==> src/design/bafp_pkg.sv <==
// Package: widths, angle constants and arctangent table for the bearing pipeline.
`timescale 1ns / 1ps
package bafp_pkg;

   localparam int COORD_BITS   = 16;
   localparam int CORDIC_STEPS = 16;

   // fraction bits below the integer coordinate; the difference sits at the top of a
   // 60-bit scale, and later shifts truncate towards minus infinity
   localparam int FRAC      = 60 - COORD_BITS;
   localparam int DIFF_BITS = COORD_BITS + 1;
   localparam int XY_BITS   = DIFF_BITS + 2 + FRAC;

   localparam int ANG_BITS  = 32;
   localparam int ANG_FRAC  = 28;
   localparam int OUT_FRAC  = 13;
   localparam int OUT_BITS  = 16;
   localparam int RND_SHIFT = ANG_FRAC - OUT_FRAC;

   localparam int TABLE_LEN = 24;
   localparam int IDX_BITS  = $clog2(TABLE_LEN);

   // front stage, one stage per micro-rotation, rounding stage
   localparam int NSTG = CORDIC_STEPS + 2;

   localparam logic signed [ANG_BITS-1:0] ANG_PI      = 32'sd843314856;
   localparam logic signed [ANG_BITS-1:0] ANG_HALF_PI = 32'sd421657428;
   localparam logic signed [OUT_BITS-1:0] PI_Q13      = 16'sd25736;
   localparam logic signed [OUT_BITS-1:0] HALF_PI_Q13 = 16'sd12868;

   typedef struct packed {
      logic                       special;
      logic signed [XY_BITS-1:0]  x;
      logic signed [XY_BITS-1:0]  y;
      logic signed [ANG_BITS-1:0] z;
   } cordic_word_type;

   // atan(2^-i) in units of 2^-28 rad
   function automatic logic signed [ANG_BITS-1:0] atan_units(input logic [IDX_BITS-1:0] i);
      logic signed [ANG_BITS-1:0] a;
      case (i)
         5'd0:    a = 32'sd210828714;
         5'd1:    a = 32'sd124459457;
         5'd2:    a = 32'sd65760959;
         5'd3:    a = 32'sd33381290;
         5'd4:    a = 32'sd16755422;
         5'd5:    a = 32'sd8385879;
         5'd6:    a = 32'sd4193963;
         5'd7:    a = 32'sd2097109;
         5'd8:    a = 32'sd1048571;
         5'd9:    a = 32'sd524287;
         5'd10:   a = 32'sd262144;
         5'd11:   a = 32'sd131072;
         5'd12:   a = 32'sd65536;
         5'd13:   a = 32'sd32768;
         5'd14:   a = 32'sd16384;
         5'd15:   a = 32'sd8192;
         5'd16:   a = 32'sd4096;
         5'd17:   a = 32'sd2048;
         5'd18:   a = 32'sd1024;
         5'd19:   a = 32'sd512;
         5'd20:   a = 32'sd256;
         5'd21:   a = 32'sd128;
         5'd22:   a = 32'sd64;
         5'd23:   a = 32'sd32;
         default: a = '0;
      endcase
      return a;
   endfunction

endpackage

==> src/design/bafp_round.sv <==
// Output stage: round the internal angle to Q3.13, ties away from zero.
`timescale 1ns / 1ps
module bafp_round (
   input  logic                                 clock,
   input  logic                                 reset,
   input  logic                                 load,
   input  logic                                 valid_in,
   input  logic signed [bafp_pkg::ANG_BITS-1:0] z,
   output logic                                 valid_ff,
   output logic signed [bafp_pkg::OUT_BITS-1:0] bearing_ff
);
   import bafp_pkg::*;

   logic                       neg;
   logic [ANG_BITS:0]          mag;
   logic [ANG_BITS:0]          rnd;
   logic signed [OUT_BITS-1:0] q;

   assign neg = z[ANG_BITS-1];
   assign mag = neg ? -{z[ANG_BITS-1], z} : {z[ANG_BITS-1], z};
   assign rnd = (mag + (ANG_BITS + 1)'(1 << (RND_SHIFT - 1))) >> RND_SHIFT;
   assign q   = neg ? -rnd[OUT_BITS-1:0] : rnd[OUT_BITS-1:0];

   always_ff @(posedge clock) begin
      if (reset) begin
         valid_ff <= 1'b0;
      end else if (load) begin
         valid_ff <= valid_in;
      end
   end

   always_ff @(posedge clock) begin
      if (load) begin
         bearing_ff <= q;
      end
   end

endmodule

==> config.mk <==
export PLATFORM = sky130hd
export DESIGN_NAME = bafp_round
export DESIGN_NICKNAME = d
export VERILOG_FILES = /design/src/design/bafp_pkg.sv /design/src/design/bafp_round.sv
export SDC_FILE = /design/constraint.sdc
export NUM_CORES = 1
export LEC_CHECK = 0
export ABC_AREA = 1
export BUFFER_PORTS_ARGS = -buffer_cell sky130_fd_sc_hd__buf_4
export CAP_MARGIN = 10
export CORE_MARGIN = 2
export CORE_UTILIZATION = 55
export DETAILED_ROUTE_END_ITERATION = 10
export GPL_ROUTABILITY_DRIVEN = 0
export PLACE_DENSITY = 0.79
export SYNTH_ARGS = -nofsm -noshare
export SYNTH_HDL_FRONTEND = slang
export SYNTH_SLANG_ARGS = --single-unit
==> constraint.sdc <==
create_clock -name clock -period 3.2 [get_ports clock]
set_input_delay 0.32 -clock clock [delete_from_list [all_inputs] [get_ports clock]]
set_output_delay 0.32 -clock clock [all_outputs]
set_load 0.02 [all_outputs]
==> flow_metrics.tcl, run 1 <==
set metrics [dict create \
    yosysWarnings 0 \
    period_needed_ns 2.66 \
    p_seq_share_pct 36.4 \
    fp.dieH_um 68.9 \
    drtPass1Iterations 4 \
    antenna_left 0 \
    comb_power_share_pct 43.8 \
    drv_cap 0 \
    antenna_found_initial 0 \
    start_util_pct 57.5 \
    synth_nets 435 \
    setup_viol 0 \
    grt.overflow.total 0 \
    diodes 0 \
    synth.mux.area_fraction_pct 0.432 \
    crit_type "input pin to flop" \
    worst_pin_slew_ns 0.416 \
    cp_common_cell "nand2_1" \
    tns_ns 0 \
    cp.required_ns 3.21 \
    crit_arrival_ns 2.68 \
    grt_pass1_wl_mm 9.14 \
    fin_skew_ns 0 \
    cts.sinks 17 \
    netlist_area_um2 2320 \
    clockRootBuffer "clkbuf_8" \
    status "finished, final reports clean" \
    crit_family "simple AND/OR/NAND/NOR gates" \
    syn_area_per_cell_um2 5.84 \
    relSlewSlack_pct 72.3 \
    grt_start_max_net_pins 43 \
    rsz0062_at_grt "no" \
    drive_above_1_share_pct 22.5 \
    dp_hpwl_mm 4.60 \
    h-tree-depth 1 \
    ir_drop_mv 0.126 \
    drtIter0Drc 148 \
    period_share_pct 83.3 \
    design.die.area_um2 4750 \
    clkPwrFrac_pct 19.8 \
    cts_tree "built" \
    core-area_um2 4030 \
    synth_cell_types 26 \
    crit_slowest_cell "ha_1" \
    final_nets 488 \
    p_leak_uw 0.00144 \
    p_total_uw 787 \
    worst_setup_path_start_kind "input pin" \
    synthXorXnorAreaFrac_pct 5.29 \
    numCtsBuffers 3 \
    ys_ff_latch 17 \
    clock_latency_ns 0.25 \
    crit_path_max_incr_delay_ns 0.21 \
    wl_mm 5.50 \
    hold_viol 0 \
    pwr_density_cell_nw_per_um2 281 \
    vias 2554 \
    power_switching_share_pct 36.9 \
    timing.final.max_slew_violations 0 \
    synth-compound-area-share_pct 2.16 \
    holdBufCountCts 0 \
    pin_count 53 \
    cts_buffer_depth 2 \
    cp_max_fo 5 \
    worstPathCellList "buf_4 -> nor2_2 -> nand2_1 -> nor2_2 -> nand2_1 -> nand2_2 -> nand2_1 -> nand2_2 -> ha_1 -> inv_1 -> a21oi_2 -> nand2_1 -> nor2_4 -> nand2_1 -> nand2_1 -> nand3_1 -> nand2_2 -> nand2_2 -> nor2_4 -> xor2_1 -> inv_1" \
    yosys.area_share.simple_pct 60.2 \
    vias_per_cell 5.12 \
    ys_seq_area_share_pct 21.6 \
    synth_top_family_by_area "simple AND/OR/NAND/NOR gates" \
    synthCells 397 \
    p_int_uw 497 \
    die_w_um 68.9 \
    grt_usage_pct 24.8 \
    hold_class "input pin to flop" \
    fmax_mhz 375 \
    grt_pass1_vias 2218 \
    p_sw_uw 290 \
    fillers 391 \
    drc 0 \
    cts-resized-gates 0 \
    critPathBufInv 3 \
    syn2layout_area_growth_pct 20.7 \
    row_count 23 \
    post_cts_buffers 0 \
    synth_adder_area_share_pct 1.08 \
    cp-end-kind "flop" \
    avgRoutedWirePerCell_um 11.0 \
    port_buffers 52 \
    clk_pin_slew_ns 0.06 \
]
flip-flops by register name (all words and copies together), names as in the netlist:
register	flops
bearing_ff	16
valid_ff	1
metal layers:
layer	vias up	track usage [%]	wire, um
met3	13	1.30	276
met1	1107	29.9	2410
met5	-	0	0
li1	1354	-	-
met4	0	9.31	129
met2	80	46.0	2690
cells by family after synthesis:
kind of cell / count (synthesis)
AO/OA/AOI/OAI: 8
XOR/XNOR: 14
adder cells (fa/ha/maj): 2
buffers and inverters: 56
flip-flops: 17
multiplexers: 1
AND/OR/NAND/NOR: 299
cells in the final DEF (no fill, tap or decap):
master,netlist,layout
a21oi_2,1,1
buf_4,0,52
clkbuf_8,0,3
clkinv_2,0,1
dfxtp_1,1,1
edfxtp_1,16,16
ha_1,2,2
inv_1,52,52
mux2i_1,1,1
nand2_1,133,133
nand2_2,24,24
nand2_4,2,2
nand3_1,50,50
nand3_2,1,1
nand3_4,1,1
nand3b_1,2,2
nand4_1,9,9
nor2_1,59,59
nor2_2,8,8
nor2_4,6,6
nor2_8,1,1
nor3_1,3,3
o21ai_0,5,5
o21ai_2,1,1
o31ai_1,1,1
xnor2_1,4,4
xor2_1,10,10
cell type report:
class / instances / area (um2) / area share, %
clock buffers: 3 / 41.3 / 1.48
clock inverters: 1 / 5.00 / 0.179
inverters: 52 / 195 / 6.98
multi-input cells: 324 / 1600 / 57.3
flip-flops and latches: 17 / 500 / 17.9
well taps: 50 / 62.6 / 2.24
repair buffers: 52 / 390 / 14.0
cell usage after synthesis:
cell / count / share of area [%]
nor2_1: 59 / 9.6
buf_2: 3 / 0.65
nand2_2: 24 / 6.5
nand3b_1: 2 / 0.65
nand3_4: 1 / 0.76
o21ai_0: 5 / 1.1
o31ai_1: 1 / 0.32
nor3_1: 3 / 0.65
inv_1: 52 / 8.4
a21oi_2: 1 / 0.38
ha_1: 2 / 1.1
buf_1: 1 / 0.16
nor2_8: 1 / 0.86
mux2i_1: 1 / 0.43
nand2_1: 133 / 22
nand2_4: 2 / 0.97
nand3_2: 1 / 0.43
nand3_1: 50 / 11
nor2_2: 8 / 2.2
nor2_4: 6 / 2.9
nand4_1: 9 / 2.4
o21ai_2: 1 / 0.38
dfxtp_1: 1 / 0.86
edfxtp_1: 16 / 21
xor2_1: 10 / 3.8
xnor2_1: 4 / 1.5
worst reg2reg max path: cells and delay by family (launching register included):
family	cells	cell delay, ns
multiplexers	1	0.12
flip-flops	1	0.31
AND/OR/NAND/NOR	1	0.06
path summary, 6_finish.rpt:
check | startpoint | end | slack, ns | depth (start not counted)
worst min register to register | valid_ff | valid_ff | 0.52 | 2
worst min-delay path | reset | valid_ff | 0.22 | 2
worst max-delay path | z[6] | bearing_ff[10] | 0.54 | 21
worst max register to register | valid_ff | valid_ff | 2.61 | 2
through the flow:
stage	std cells	worst slack (ns)	hold WS [ns]	util, %	area (um2)
finish	499	0.535	0.218	69.4	2800
floorplan	397	0.668	0.392	-	2320
global route	499	0.252	0.216	69.4	2800
CTS	499	0.537	0.219	69.4	2800
global placement	495	0.331	0.480	68.3	2750
detailed placement	495	0.290	0.488	68.3	2750
power by group through the flow:
stage,Combinational [uW],Sequential (uW),Clock [uW]
floorplan,186,328,0
global placement,336,290,0
detailed placement,342,292,0
CTS,344,288,158
global route,386,291,169
finish,344,287,156
Power figures use the tool's default switching activity.
==> inputs of run 2 (changes only) <==
==> constraint.sdc (replaced) <==
create_clock -name clock -period 2.62 [get_ports clock]
set_input_delay 0.262 -clock clock [delete_from_list [all_inputs] [get_ports clock]]
set_output_delay 0.262 -clock clock [all_outputs]
set_load 0.02 [all_outputs]
==> flow_metrics.tcl, run 2 (synthesis results as in run 1) <==
set metrics [dict create \
    largest_reg_flops 16 \
    period_needed_ns 2.51 \
    worstPathCellList "buf_4 -> nor2_2 -> buf_4 -> nand2_1 -> nor2_2 -> nand2_2 -> nand2_2 -> nand2_2 -> nand2_4 -> nand3_4 -> nor2_8 -> buf_4 -> nand2_2 -> nand2_1 -> nand2_2 -> o21ai_2 -> nand2_2 -> nor2_4 -> xor2_1 -> inv_1" \
    holdBufCountCts 0 \
    cp_max_fo 6 \
    hold_class "input pin to flop" \
    vias_per_cell 5.23 \
    final_nets 518 \
    p_leak_uw 0.00161 \
    p_seq_share_pct 34.4 \
    ir_drop_mv 0.149 \
    grt_usage_pct 27.5 \
    cp-startpoint "z[9]" \
    cp.required_ns 2.62 \
    setup_viol 0 \
    worst_pin_slew_ns 0.283 \
    pin_count 53 \
    cts_tree "built" \
    clockRootBuffer "clkbuf_8" \
    crit_arrival_ns 2.51 \
    hold_viol 0 \
    wl_mm 6.41 \
    h-tree-depth 1 \
    power_switching_share_pct 37.1 \
    relSlewSlack_pct 81.1 \
    port_buffers 52 \
    fmax_mhz 399 \
    antenna_found_initial 0 \
    drive_above_1_share_pct 30.9 \
    reg2reg_from "valid_ff" \
    timing.final.max_slew_violations 0 \
    fp.dieH_um 68.9 \
    grt_pass1_vias 2448 \
    instances_no_fill 529 \
    crit_slowest_cell "nor2_8" \
    p_sw_uw 378 \
    top_regs "bearing_ff x16, valid_ff x1" \
    syn2layout_area_growth_pct 34.6 \
    dp.cells 518 \
    clkPwrFrac_pct 18.5 \
    avgRoutedWirePerCell_um 12.1 \
    clk_pin_slew_ns 0.06 \
    p_int_uw 642 \
    critPathBufInv 4 \
    drc 0 \
    design.die.area_um2 4750 \
    clock_latency_ns 0.24 \
    cp-end-kind "flop" \
    grt.overflow.total 0 \
    die_w_um 68.9 \
    antenna_left 0 \
    fin_skew_ns 0 \
    crit_path_max_incr_delay_ns 0.17 \
    core-area_um2 4030 \
    status "finished, final reports clean" \
    max_flop_register "bearing_ff" \
    hp-start "reset" \
    row_count 23 \
    comb_power_share_pct 47.1 \
    cts_buffer_depth 2 \
    cts.sinks 17 \
    grt_start_max_net_pins 24 \
    drtIter0Drc 159 \
    grt_pass1_wl_mm 10.1 \
    drv_cap 0 \
    numCtsBuffers 3 \
    vias 2767 \
    crit_type "input pin to flop" \
    drtPass1Iterations 5 \
    period_share_pct 95.7 \
    pwr_density_cell_nw_per_um2 327 \
    layout_commonest_cell "nand2_1" \
    p_total_uw 1020 \
    cp_common_cell "nand2_2" \
    start_util_pct 57.5 \
    dp_hpwl_mm 5.12 \
    worst_setup_path_start_kind "input pin" \
    crit_family "simple AND/OR/NAND/NOR gates" \
    mostFrequentLayoutCells "127 x nand2_1, 81 x buf_4, 52 x inv_1" \
    whs_ns 0.163 \
    diodes 0 \
]
## run 2: cell count changes in the layout (fill, tap and decap cells not counted), moves of 2 or more
cell     delta
nand2_4     +2
nor2_4      +3
nand2_2     +4
buf_4      +29
nor2_2      +7
nand2_1     -6
nor2_1     -10
## run 2: what timing repair did
| action | CTS | global route |
|---|---|---|
| endpoints found under the hold margin | 0 | 0 |
| setup buffers | 0 | 7 |
| gates resized for setup | 0 | 26 |
| endpoints found under the setup margin | 0 | 9 |
## run 2: final cells by class
type	count	area (um2)
Multi-Input combinational cell	324	1690
Fill cell	323	910
Timing Repair Buffer	82	628
Sequential cell	17	500
Inverter	52	195
Tap cell	50	62.6
Clock buffer	4	45.0
## run 2: through the flow
stage	instance area, um2	worst slack (ns)	setup TNS, ns	util, %
after detailed placement	2940	-0.170	-0.764	72.9
after CTS	2980	0.0557	0	74.0
after floorplan	2320	0.146	0	-
final	3120	0.112	0	77.4
after global routing	3120	-0.0580	-0.216	77.4
after global placement	2940	-0.0598	-0.215	72.9
## run 2: worst register-to-register path: stages (launching register included)
cell and delay [ns]:
dfxtp_1 0.31, mux2i_1 0.13, nor2_1 0.05
## run 2: power by group through the flow
stage / sequential (uW) / clock (uW) / combinational [uW]
2_1_floorplan: 401 / 0 / 228
3_3_place_gp: 355 / 0 / 432
3_5_place_dp: 357 / 0 / 447
4_1_cts: 351 / 191 / 451
5_1_grt: 355 / 205 / 531
6_report: 351 / 189 / 480
## run 2: per-layer routing
metal | vias to the layer above | share of wire, % | track usage (%)
li1 | 1409 | - | -
met1 | 1236 | 40 | 30.9
met2 | 105 | 53 | 55.8
met3 | 17 | 5.9 | 1.62
met4 | 0 | 1.9 | 6.13
met5 | - | 0 | 0
## run 2: path summary, 6_finish.rpt
check                         to  slack (ns)  cells after the start
setup / recovery  bearing_ff[10]        0.11                     20
hold / removal          valid_ff        0.16                      2
hold reg to reg         valid_ff        0.51                      2
setup reg to reg        valid_ff        2.03                      2
