<file path="src/design/bafp_pkg.sv">
// Package: widths, angle constants and arctangent table for the bearing pipeline.
`timescale 1ns / 1ps
package bafp_pkg;

   localparam int COORD_BITS   = 16;
   localparam int CORDIC_STEPS = 16;

   // fraction bits below the integer coordinate; the difference sits at the top of a
   // 60-bit scale, and later shifts truncate towards minus infinity
   localparam int FRAC      = 60 - COORD_BITS;
   localparam int DIFF_BITS = COORD_BITS + 1;
   localparam int XY_BITS   = DIFF_BITS + 2 + FRAC;

   localparam int ANG_BITS  = 32;
   localparam int ANG_FRAC  = 28;
   localparam int OUT_FRAC  = 13;
   localparam int OUT_BITS  = 16;
   localparam int RND_SHIFT = ANG_FRAC - OUT_FRAC;

   localparam int TABLE_LEN = 24;
   localparam int IDX_BITS  = $clog2(TABLE_LEN);

   // front stage, one stage per micro-rotation, rounding stage
   localparam int NSTG = CORDIC_STEPS + 2;

   localparam logic signed [ANG_BITS-1:0] ANG_PI      = 32'sd843314856;
   localparam logic signed [ANG_BITS-1:0] ANG_HALF_PI = 32'sd421657428;
   localparam logic signed [OUT_BITS-1:0] PI_Q13      = 16'sd25736;
   localparam logic signed [OUT_BITS-1:0] HALF_PI_Q13 = 16'sd12868;

   typedef struct packed {
      logic                       special;
      logic signed [XY_BITS-1:0]  x;
      logic signed [XY_BITS-1:0]  y;
      logic signed [ANG_BITS-1:0] z;
   } cordic_word_type;

   // atan(2^-i) in units of 2^-28 rad
   function automatic logic signed [ANG_BITS-1:0] atan_units(input logic [IDX_BITS-1:0] i);
      logic signed [ANG_BITS-1:0] a;
      case (i)
         5'd0:    a = 32'sd210828714;
         5'd1:    a = 32'sd124459457;
         5'd2:    a = 32'sd65760959;
         5'd3:    a = 32'sd33381290;
         5'd4:    a = 32'sd16755422;
         5'd5:    a = 32'sd8385879;
         5'd6:    a = 32'sd4193963;
         5'd7:    a = 32'sd2097109;
         5'd8:    a = 32'sd1048571;
         5'd9:    a = 32'sd524287;
         5'd10:   a = 32'sd262144;
         5'd11:   a = 32'sd131072;
         5'd12:   a = 32'sd65536;
         5'd13:   a = 32'sd32768;
         5'd14:   a = 32'sd16384;
         5'd15:   a = 32'sd8192;
         5'd16:   a = 32'sd4096;
         5'd17:   a = 32'sd2048;
         5'd18:   a = 32'sd1024;
         5'd19:   a = 32'sd512;
         5'd20:   a = 32'sd256;
         5'd21:   a = 32'sd128;
         5'd22:   a = 32'sd64;
         5'd23:   a = 32'sd32;
         default: a = '0;
      endcase
      return a;
   endfunction

endpackage

</file>
<file path="src/design/bafp_front.sv">
// Front stage: coordinate differences, special angles and half-plane fold.
`timescale 1ns / 1ps
module bafp_front (
   input  logic                                   clock,
   input  logic                                   reset,
   input  logic                                   load,
   input  logic                                   valid_in,
   input  logic signed [bafp_pkg::COORD_BITS-1:0] parent_x,
   input  logic signed [bafp_pkg::COORD_BITS-1:0] parent_y,
   input  logic signed [bafp_pkg::COORD_BITS-1:0] child_x,
   input  logic signed [bafp_pkg::COORD_BITS-1:0] child_y,
   output logic                                   valid_ff,
   output bafp_pkg::cordic_word_type              word_ff
);
   import bafp_pkg::*;

   logic signed [DIFF_BITS-1:0] dx, dy;
   logic signed [XY_BITS-1:0]   dx_w, dy_w;
   cordic_word_type             word_in;

   assign dx = {child_x[COORD_BITS-1], child_x} - {parent_x[COORD_BITS-1], parent_x};
   assign dy = {child_y[COORD_BITS-1], child_y} - {parent_y[COORD_BITS-1], parent_y};

   assign dx_w = {{2{dx[DIFF_BITS-1]}}, dx, {FRAC{1'b0}}};
   assign dy_w = {{2{dy[DIFF_BITS-1]}}, dy, {FRAC{1'b0}}};

   always_comb begin
      word_in.special = 1'b0;
      word_in.x       = dy_w;
      word_in.y       = dx_w;
      word_in.z       = '0;
      if (dx == '0) begin
         word_in.special = 1'b1;
         word_in.z       = (dy > 0) ? '0 : ANG_PI;
      end else if (dy == '0) begin
         word_in.special = 1'b1;
         word_in.z       = (dx > 0) ? ANG_HALF_PI : -ANG_HALF_PI;
      end else if (dy < 0) begin
         // rotate by pi into the right half plane
         word_in.x = -dy_w;
         word_in.y = -dx_w;
         word_in.z = (dx > 0) ? ANG_PI : -ANG_PI;
      end
   end

   always_ff @(posedge clock) begin
      if (reset) begin
         valid_ff <= 1'b0;
      end else if (load) begin
         valid_ff <= valid_in;
      end
   end

   always_ff @(posedge clock) begin
      if (load) begin
         word_ff <= word_in;
      end
   end

endmodule

</file>
<file path="config.mk">
export PLATFORM = sky130hd
export DESIGN_NAME = bafp_front
export DESIGN_NICKNAME = d
export VERILOG_FILES = /design/src/design/bafp_pkg.sv /design/src/design/bafp_front.sv
export SDC_FILE = /design/constraint.sdc
export NUM_CORES = 1
export LEC_CHECK = 0
export BUFFER_PORTS_ARGS = -buffer_cell sky130_fd_sc_hd__buf_2
export CORE_ASPECT_RATIO = 1.1
export CORE_UTILIZATION = 49
export CTS_CLUSTER_DIAMETER = 120
export DETAILED_ROUTE_END_ITERATION = 10
export GPL_TIMING_DRIVEN = 0
export PLACE_DENSITY_LB_ADDON = 0.1
export SETUP_SLACK_MARGIN = 0.5
export SKIP_CTS_REPAIR_TIMING = 1
export SYNTH_ARGS = -nofsm -noshare
export SYNTH_HDL_FRONTEND = slang
export SYNTH_SLANG_ARGS = --single-unit
</file>
<file path="constraint.sdc">
create_clock -name clock -period 4.6 [get_ports clock]
set_clock_uncertainty 0.05 [all_clocks]
set_input_delay 0.23 -clock clock [delete_from_list [all_inputs] [get_ports clock]]
set_output_delay 0.23 -clock clock [all_outputs]
set_load 0.01 [all_outputs]
</file>
==> results of run 1 <==
## kinds of logic after synthesis
logic type      count (synthesis)
compound gates                114
xor+xnor                       47
fa+ha+maj                      39
buf+inv                       173
flops                          46
mux                             3
other cells                     1
simple gates                  150
## registers in the layout, indices dropped and copies added, names as in the netlist
register / flops
valid_ff: 1
word_ff: 45
## per-layer routing
| layer | vias up | part of all wire (%) | wire length (um) | global-route usage [%] |
|---|---|---|---|---|
| li1 | 2269 | - | - | - |
| met1 | 1961 | 42 | 4500 | 22.4 |
| met2 | 179 | 50 | 5370 | 37.1 |
| met3 | 8 | 6.9 | 741 | 3.68 |
| met4 | 0 | 0.66 | 71 | 3.52 |
| met5 | - | 0 | 0 | 0 |
## path summary, 6_finish.rpt
kind                                          endpoint  slack, ns  cells after the start
worst max-delay path            word_ff[151]$_DFFE_PP_       0.63                     18
worst min-delay path             valid_ff$_SDFFE_PP0P_       0.03                      2
worst max register to register   valid_ff$_SDFFE_PP0P_       3.94                      2
worst min register to register   valid_ff$_SDFFE_PP0P_       0.47                      2
## cells in the mapped netlist, types with 6 or more instances
| cell | count |
|---|---|
| o21ai_1 | 8 |
| nor2_1 | 35 |
| nor3_1 | 11 |
| ha_1 | 37 |
| inv_1 | 47 |
| xor2_1 | 15 |
| nand3_1 | 7 |
| nor2b_1 | 8 |
| nand2_1 | 34 |
| xnor2_1 | 32 |
| buf_4 | 114 |
| a21oi_1 | 31 |
| o21ai_0 | 16 |
| edfxtp_1 | 45 |
| nand2b_1 | 8 |
| buf_2 | 6 |
## power breakdown
group | total [mW] | internal (mW) | switching [mW]
sequential | 0.602 | 0.568 | 0.0338
clock | 0.301 | 0.162 | 0.139
combinational | 0.792 | 0.361 | 0.432
## stage by stage
stage	hold slack [ns]	cells	setup WS [ns]	utilization, %
3_3_place_gp	0.350	919	0.174	62.4
4_1_cts	0.0295	927	0.397	63.5
2_1_floorplan	0.252	662	0.852	-
3_5_place_dp	0.350	919	0.101	62.4
6_report	0.0320	928	0.628	63.9
5_1_grt	0.0383	928	0.458	63.9
## final cells by class
cell class              count  share of cell area [%]
well taps                 120                    2.37
clock inverters             2                   0.592
flip-flops and latches     46                    21.6
repair buffers            138                    10.9
multi-input cells         443                    45.8
clock buffers               6                    1.14
plain buffers             126                    14.7
inverters                  47                    2.78
==> impl_metrics.yaml, run 1 <==
setup_path:
  crit_path_end_kind: "flip-flop"
  critPathBufInv: 4
  startpoint_type: "input port"
  critical_path_required_ns: 4.60
  crit_chain: "buf_2 > inv_1 > ha_1 > fa_1 > nor2b_4 > o2111ai_2 > a311oi_4 > buf_4 > o211ai_1 > and3b_1 > o21bai_1 > nor3_1 > and2_1 > ha_2 > nor2_2 > clkbuf_4 > o31ai_1 > xnor2_1"
  path_max_fanout: 10
  critPathKind: "input port to flip-flop"
  rr_startpoint: "valid_ff$_SDFFE_PP0P_"
  arrival_ns: 3.97
  slowest_delay_ns: 0.46
  cp_top_family: "compound AO/OA/AOI/OAI gates"
  critPathSlowestCell: "fa_1"
  cp-startpoint: "child_x[0]"
min_path:
  hold_path.class: "input port to flip-flop"
  min-delay-start: "reset"
yosys:
  yosysWarnings: 0
  synth_top_family_by_area: "buffers and inverters"
  ys_dominant_reg_cell: "edfxtp_1"
  synthAdderAreaFrac_pct: 10.0
  synth_edf_count: 45
  synth_simple_gate_area_share_pct: 16.1
  netlist.area_leader.share_pct: 26.9
  yosys_register_bits: 46
  synth_xor_area_share_pct: 8.18
  syn-cell-area_um2: 5030
  synthTopCellsByArea: "edfxtp_1 27%, buf_4 17%, ha_1 9.2%"
  synth_compound_area_share_pct: 15.9
  yosysTopAreaCell: "edfxtp_1"
  syn_inst: 573
  synthMuxAreaShare_pct: 0.597
  syn_avg_cell_area_um2: 8.78
  synthArstFlopShare_pct: 0
  ys_types: 76
  seq_area_frac_synth_pct: 27.3
clock_network:
  cts_tree: "yes"
  cts.clk_slew.worst_paths_ns: 0.08
  htreeDepth: 2
  worstSkewPairLatency_ns: 0.30
  cts_buffers: 5
  clock_sinks: 46
  cts_buffer_depth: 2
  cts_root_buffer: "clkbuf_8"
route:
  dr.pass1.iters: 4
  route.detailed.drc: 0
  viasPerCell: 4.76
  routed_wl_mm: 10.7
  wl_per_cell_um: 11.5
  drtAntennaViolNets: 0
  vias: 4417
  drt-initial-drc-count: 163
timing:
  finalHoldViolations: 0
  rsz0062_at_grt: "true"
  worst-slew-pin-transition_ns: 1.07
  max_freq_mhz: 252
  period_minus_slack_ns: 3.97
  final.setup.tns_ns: 0
  slew_viol_final: 0
  slew_headroom_pct: 28.8
  finalCritPeriodShare_pct: 86.4
  setup_viol: 0
global_route:
  grt_pass1_wl_mm: 16.9
  grt-ovfl-total: 0
  grt_antenna_before_repair: 0
  first_global_vias: 3880
  grt_max_degree: 47
  grt_usage_pct: 19.3
floorplan:
  rows: 38
  die_h_um: 108
  fp.dieW_um: 98.6
  start_util_pct: 50.6
  fp.coreArea_um2: 9940
  ios: 228
  die-area_um2: 10700
final_layout:
  synthToLayoutAreaGrowth_pct: 26.1
  seqCellArea_um2: 1370
  final_cell_area_um2: 6340
  antenna_cells: 0
  mostFrequentLayoutCells: "140 x buf_2, 115 x buf_4, 90 x conb_1"
  final_common_cell: "buf_2"
  fin_nets: 914
  fill_cells: 884
  drive_gt1_share_pct: 35.5
  multi_input_area_um2: 2910
power:
  finalPower_mw: 1.70
  max-vdd-ir-drop_uv: 138
  p_leak_nw: 3.24
  p_per_area_nw_per_um2: 267
place:
  port_buffers: 137
  gp_congestion: 0.840
  placed_area_um2: 6200
  dpl.hpwl_mm: 8.82
run:
  drv_cap: 0
outcome:
  status: "complete, no violations"
(Power assumes the default switching activity.)
==> run 2, diff against run 1 <==
--- a/config.mk
+++ b/config.mk
@@ -9,2 +9,3 @@
 export CORE_ASPECT_RATIO = 1.1
+export CORE_MARGIN = 3
 export CORE_UTILIZATION = 49
@@ -13,2 +14,3 @@
 export GPL_TIMING_DRIVEN = 0
+export MAX_ROUTING_LAYER = met4
 export PLACE_DENSITY_LB_ADDON = 0.1
==> constraint.sdc (replaced) <==
create_clock -name clock -period 4.6 [get_ports clock]
set_clock_uncertainty 0.05 [all_clocks]
set_input_delay 0.69 -clock clock [delete_from_list [all_inputs] [get_ports clock]]
set_output_delay 0.69 -clock clock [all_outputs]
set_load 0.01 [all_outputs]
==> impl_metrics.yaml, run 2 (synthesized netlist as in run 1, its figures left out) <==
floorplan:
  die-area_um2: 11500
  rows: 38
  start_util_pct: 50.6
  fp.dieW_um: 103
  fp.coreArea_um2: 9940
  ios: 228
  die_h_um: 112
power:
  clkPwrFrac_pct: 15.1
  power_frac_seq_pct: 35.4
  p_per_area_nw_per_um2: 259
  p_int_mw: 1.07
  p_switching_uw: 630
  max-vdd-ir-drop_uv: 136
  swShare_pct: 37.1
  finalPower_mw: 1.70
  power_frac_comb_pct: 49.5
  p_leak_nw: 3.32
final_layout:
  reg.largest.list: "word_ff (45), valid_ff (1)"
  antenna_cells: 0
  final_common_cell: "buf_2"
  final_cell_count_no_fill: 939
  synthToLayoutAreaGrowth_pct: 30.4
  fin_nets: 925
  largest_reg_flops: 45
  regMostFlops: "word_ff"
  drive_gt1_share_pct: 38.3
  mostFrequentLayoutCells: "138 x buf_2, 125 x buf_4, 90 x conb_1"
min_path:
  hold_path.class: "flip-flop to flip-flop"
clock_network:
  cts_buffers: 5
  worstSkewPairLatency_ns: 0.30
  cts_tree: "yes"
  clock_sinks: 46
  cts_buffer_depth: 2
  cts_root_buffer: "clkbuf_8"
  cts.clk_slew.worst_paths_ns: 0.09
  htreeDepth: 2
timing:
  slew_headroom_pct: 29.3
  max_freq_mhz: 247
  hold-worst-slack_ns: 0.446
  rsz0062_at_grt: "true"
  period_minus_slack_ns: 4.06
  worst-slew-pin-transition_ns: 1.06
  finalCritPeriodShare_pct: 88.2
  finalHoldViolations: 0
  setup_viol: 0
  slew_viol_final: 0
setup_path:
  critPathKind: "input port to flip-flop"
  critical_path_required_ns: 4.70
  arrival_ns: 4.15
  cp_top_family: "simple AND/OR/NAND/NOR gates"
  path_common_cell: "buf_6"
  critPathBufInv: 6
  startpoint_type: "input port"
  slowest_delay_ns: 0.42
  crit_chain: "buf_6 > inv_4 > ha_4 > fa_2 > nor2b_4 > o2111ai_4 > a311oi_4 > o41ai_2 > xnor2_1 > or3_1 > buf_6 > nor3_4 > and2_4 > ha_4 > or2_1 > buf_6 > buf_12 > buf_4 > mux2i_1"
  critPathSlowestCell: "a311oi_4"
  crit_path_end_kind: "flip-flop"
  path_max_fanout: 8
global_route:
  grt_max_degree: 47
  grt_antenna_before_repair: 0
  grt-ovfl-total: 0
  grt_pass1_wl_mm: 17.5
  first_global_vias: 4000
  grt_usage_pct: 19.0
route:
  wl_per_cell_um: 11.8
  vias: 4418
  viasPerCell: 4.71
  drtAntennaViolNets: 0
  routed_wl_mm: 11.1
  route.detailed.drc: 0
  dr.pass1.iters: 4
  drt-initial-drc-count: 184
place:
  gp_congestion: 0.907
  port_buffers: 137
  dpl.hpwl_mm: 9.25
  placed_cells: 919
outcome:
  status: "complete, no violations"
run:
  drv_cap: 0
==> run 2: cell types whose count changed in the layout (fill, tap and decap cells not counted), sizes merged <==
cell    previous run  this run
clkbuf            12         9
buf              258       271
clkinv             0         2
bufinv             1         0
==> run 2: power by group through the flow <==
stage	combinational, mW	clock [mW]	sequential [mW]
floorplan	0.531	0	0.643
global placement	0.773	0	0.610
detailed placement	0.787	0	0.612
CTS	0.789	0.261	0.603
global route	0.936	0.278	0.608
finish	0.840	0.255	0.601
==> run 2: through the flow <==
stage	cell area, um2	setup slack (ns)	TNS [ns]	utilization, %
after floorplan	5370	0.562	0	-
after global placement	6210	-0.0469	-0.0622	62.5
after detailed placement	6210	-0.0454	-0.0930	62.5
after CTS	6300	0.279	0	63.4
after global routing	6560	0.444	0	66.0
final	6560	0.544	0	66.0
==> run 2: worst paths after layout <==
path	startpoint	end	slack, ns	cells past startpoint
hold / removal	valid_ff$_SDFFE_PP0P_	valid_ff$_SDFFE_PP0P_	0.45	2
setup / recovery	child_x[0]	word_ff[92]$_DFFE_PP_	0.54	19
hold reg to reg	valid_ff$_SDFFE_PP0P_	valid_ff$_SDFFE_PP0P_	0.45	2
setup reg to reg	valid_ff$_SDFFE_PP0P_	valid_ff$_SDFFE_PP0P_	3.97	2
==> run 2: final cells by class <==
class | count | area (um2)
Tap cell | 120 | 150
Clock inverter | 3 | 21.3
Buffer | 126 | 951
Clock buffer | 5 | 68.8
Multi-Input combinational cell | 443 | 3020
Inverter | 47 | 179
Timing Repair Buffer | 149 | 801
Sequential cell | 46 | 1370
Fill cell | 854 | 3380
==> run 2: per-layer routing <==
layer,GRT usage (%),up-vias,share of wire [%]
met5,-,-,0
met4,4.02,0,1.3
met3,2.92,12,6.6
met2,32.5,157,49
met1,23.5,1953,43
li1,-,2296,-
==> run 2: tightest hold or removal path, delay by kind of cell, from the launching register on <==
kind             cells  cell delay [ns]
AND/OR/NAND/NOR      1             0.07
multiplexers         1             0.06
flip-flops           1             0.33
==> run 3, diff against run 2 <==
- CAP_MARGIN: unset -> 20
- MAX_ROUTING_LAYER: met4 -> unset
==> impl_metrics.yaml, run 3 (synthesized netlist as in run 1, its figures left out) <==
final_layout:
  antenna_cells: 0
  finalCoreUtilization_pct: 66.2
  largest_reg_flops: 45
  final_common_cell: "buf_2"
  synthToLayoutAreaGrowth_pct: 30.7
  reg.largest.list: "word_ff (45), valid_ff (1)"
  fill_cells: 842
  drive_gt1_share_pct: 38.1
  fin_nets: 925
  regMostFlops: "word_ff"
  mostFrequentLayoutCells: "137 x buf_2, 125 x buf_4, 90 x conb_1"
timing:
  finalCritPeriodShare_pct: 88.1
  worst-slew-pin-transition_ns: 1.08
  period_minus_slack_ns: 4.05
  rsz0062_at_grt: "true"
  slew_headroom_pct: 28.2
  finalHoldViolations: 0
  final.setup.tns_ns: 0
  max_freq_mhz: 247
  slew_viol_final: 0
  hold-worst-slack_ns: 0.449
  fin_ws_ns: 0.548
  setup_viol: 0
floorplan:
  start_util_pct: 50.6
  fp.dieW_um: 103
  rows: 38
  die_h_um: 112
  die-area_um2: 11500
  ios: 228
  fp.coreArea_um2: 9940
setup_path:
  critPathKind: "input port to flip-flop"
  path_common_cell: "buf_6"
  critical_path_required_ns: 4.60
  startpoint_type: "input port"
  critPathSlowestCell: "fa_2"
  slowest_delay_ns: 0.41
  crit_chain: "buf_6 > inv_4 > ha_4 > fa_2 > nor2b_4 > o2111ai_4 > a311oi_4 > o41ai_2 > xnor2_1 > or3_1 > buf_6 > nor3_4 > and2_4 > ha_4 > or2_1 > buf_6 > buf_8 > nor2_1 > xor2_1"
  crit_path_end_kind: "flip-flop"
  arrival_ns: 4.05
  path_max_fanout: 8
place:
  pre_cts_slack_ns: -0.115
  gp_congestion: 0.885
  dpl.hpwl_mm: 9.27
  port_buffers: 137
route:
  drt-initial-drc-count: 110
  route.detailed.drc: 0
  routed_wl_mm: 11.3
  drtAntennaViolNets: 0
  viasPerCell: 4.70
  vias: 4412
  wl_per_cell_um: 12.0
  dr.pass1.iters: 4
clock_network:
  cts.clk_slew.worst_paths_ns: 0.09
  cts_tree: "yes"
  htreeDepth: 2
  cts_buffer_depth: 2
  worstSkewPairLatency_ns: 0.30
  clock_sinks: 46
  cts_buffers: 5
  cts_root_buffer: "clkbuf_8"
global_route:
  grt_max_degree: 47
  grt_antenna_before_repair: 0
  grt_pass1_wl_mm: 17.6
  grt_usage_pct: 18.4
  grt-ovfl-total: 0
  first_global_vias: 4066
power:
  p_per_area_nw_per_um2: 267
  p_leak_nw: 3.33
  max-vdd-ir-drop_uv: 134
run:
  drv_cap: 0
min_path:
  hold_path.class: "flip-flop to flip-flop"
outcome:
  status: "complete, no violations"
run 3: through the flow:
step	cells	total power, mW	instance area (um2)
detailed placement	919	1.40	6210
finish	939	1.75	6580
global placement	919	1.38	6210
floorplan	662	1.17	5370
global route	939	1.87	6580
CTS	927	1.71	6320
run 3: metal layers:
metal	track usage, %	wire length (um)
met5	0	0
met4	4.29	167
met3	3.73	836
met2	32.0	5510
met1	23.4	4760
run 3: report_power, final:
part	internal [mW]	switching [mW]
Combinational	0.392	0.452
Clock	0.163	0.145
Sequential	0.568	0.0319
run 3: worst max-delay path, delay by kind of cell:
family / cells / cell delay (ns)
xor+xnor: 2 / 0.30
fa+ha+maj: 3 / 0.73
compound gates: 3 / 0.71
simple gates: 6 / 1.08
buf+inv: 5 / 0.52
run 3: layout make-up:
| class | count | area [um2] | area share, % |
|---|---|---|---|
| buffer | 126 | 948 | 14.4 |
| clock buffer | 5 | 68.8 | 1.05 |
| clock inverter | 3 | 43.8 | 0.666 |
| inverter | 47 | 179 | 2.72 |
| multi-input combinational | 443 | 3020 | 46.0 |
| sequential | 46 | 1370 | 20.9 |
| tap | 120 | 150 | 2.28 |
| timing repair buffer | 149 | 792 | 12.0 |
run 3: path summary, 6_finish.rpt:
kind	startpoint	to	slack (ns)	cells after the start
hold / removal	valid_ff$_SDFFE_PP0P_	valid_ff$_SDFFE_PP0P_	0.45	2
setup / recovery	child_x[0]	word_ff[84]$_DFFE_PP_	0.55	19
hold reg to reg	valid_ff$_SDFFE_PP0P_	valid_ff$_SDFFE_PP0P_	0.45	2
setup reg to reg	valid_ff$_SDFFE_PP0P_	valid_ff$_SDFFE_PP0P_	3.96	2
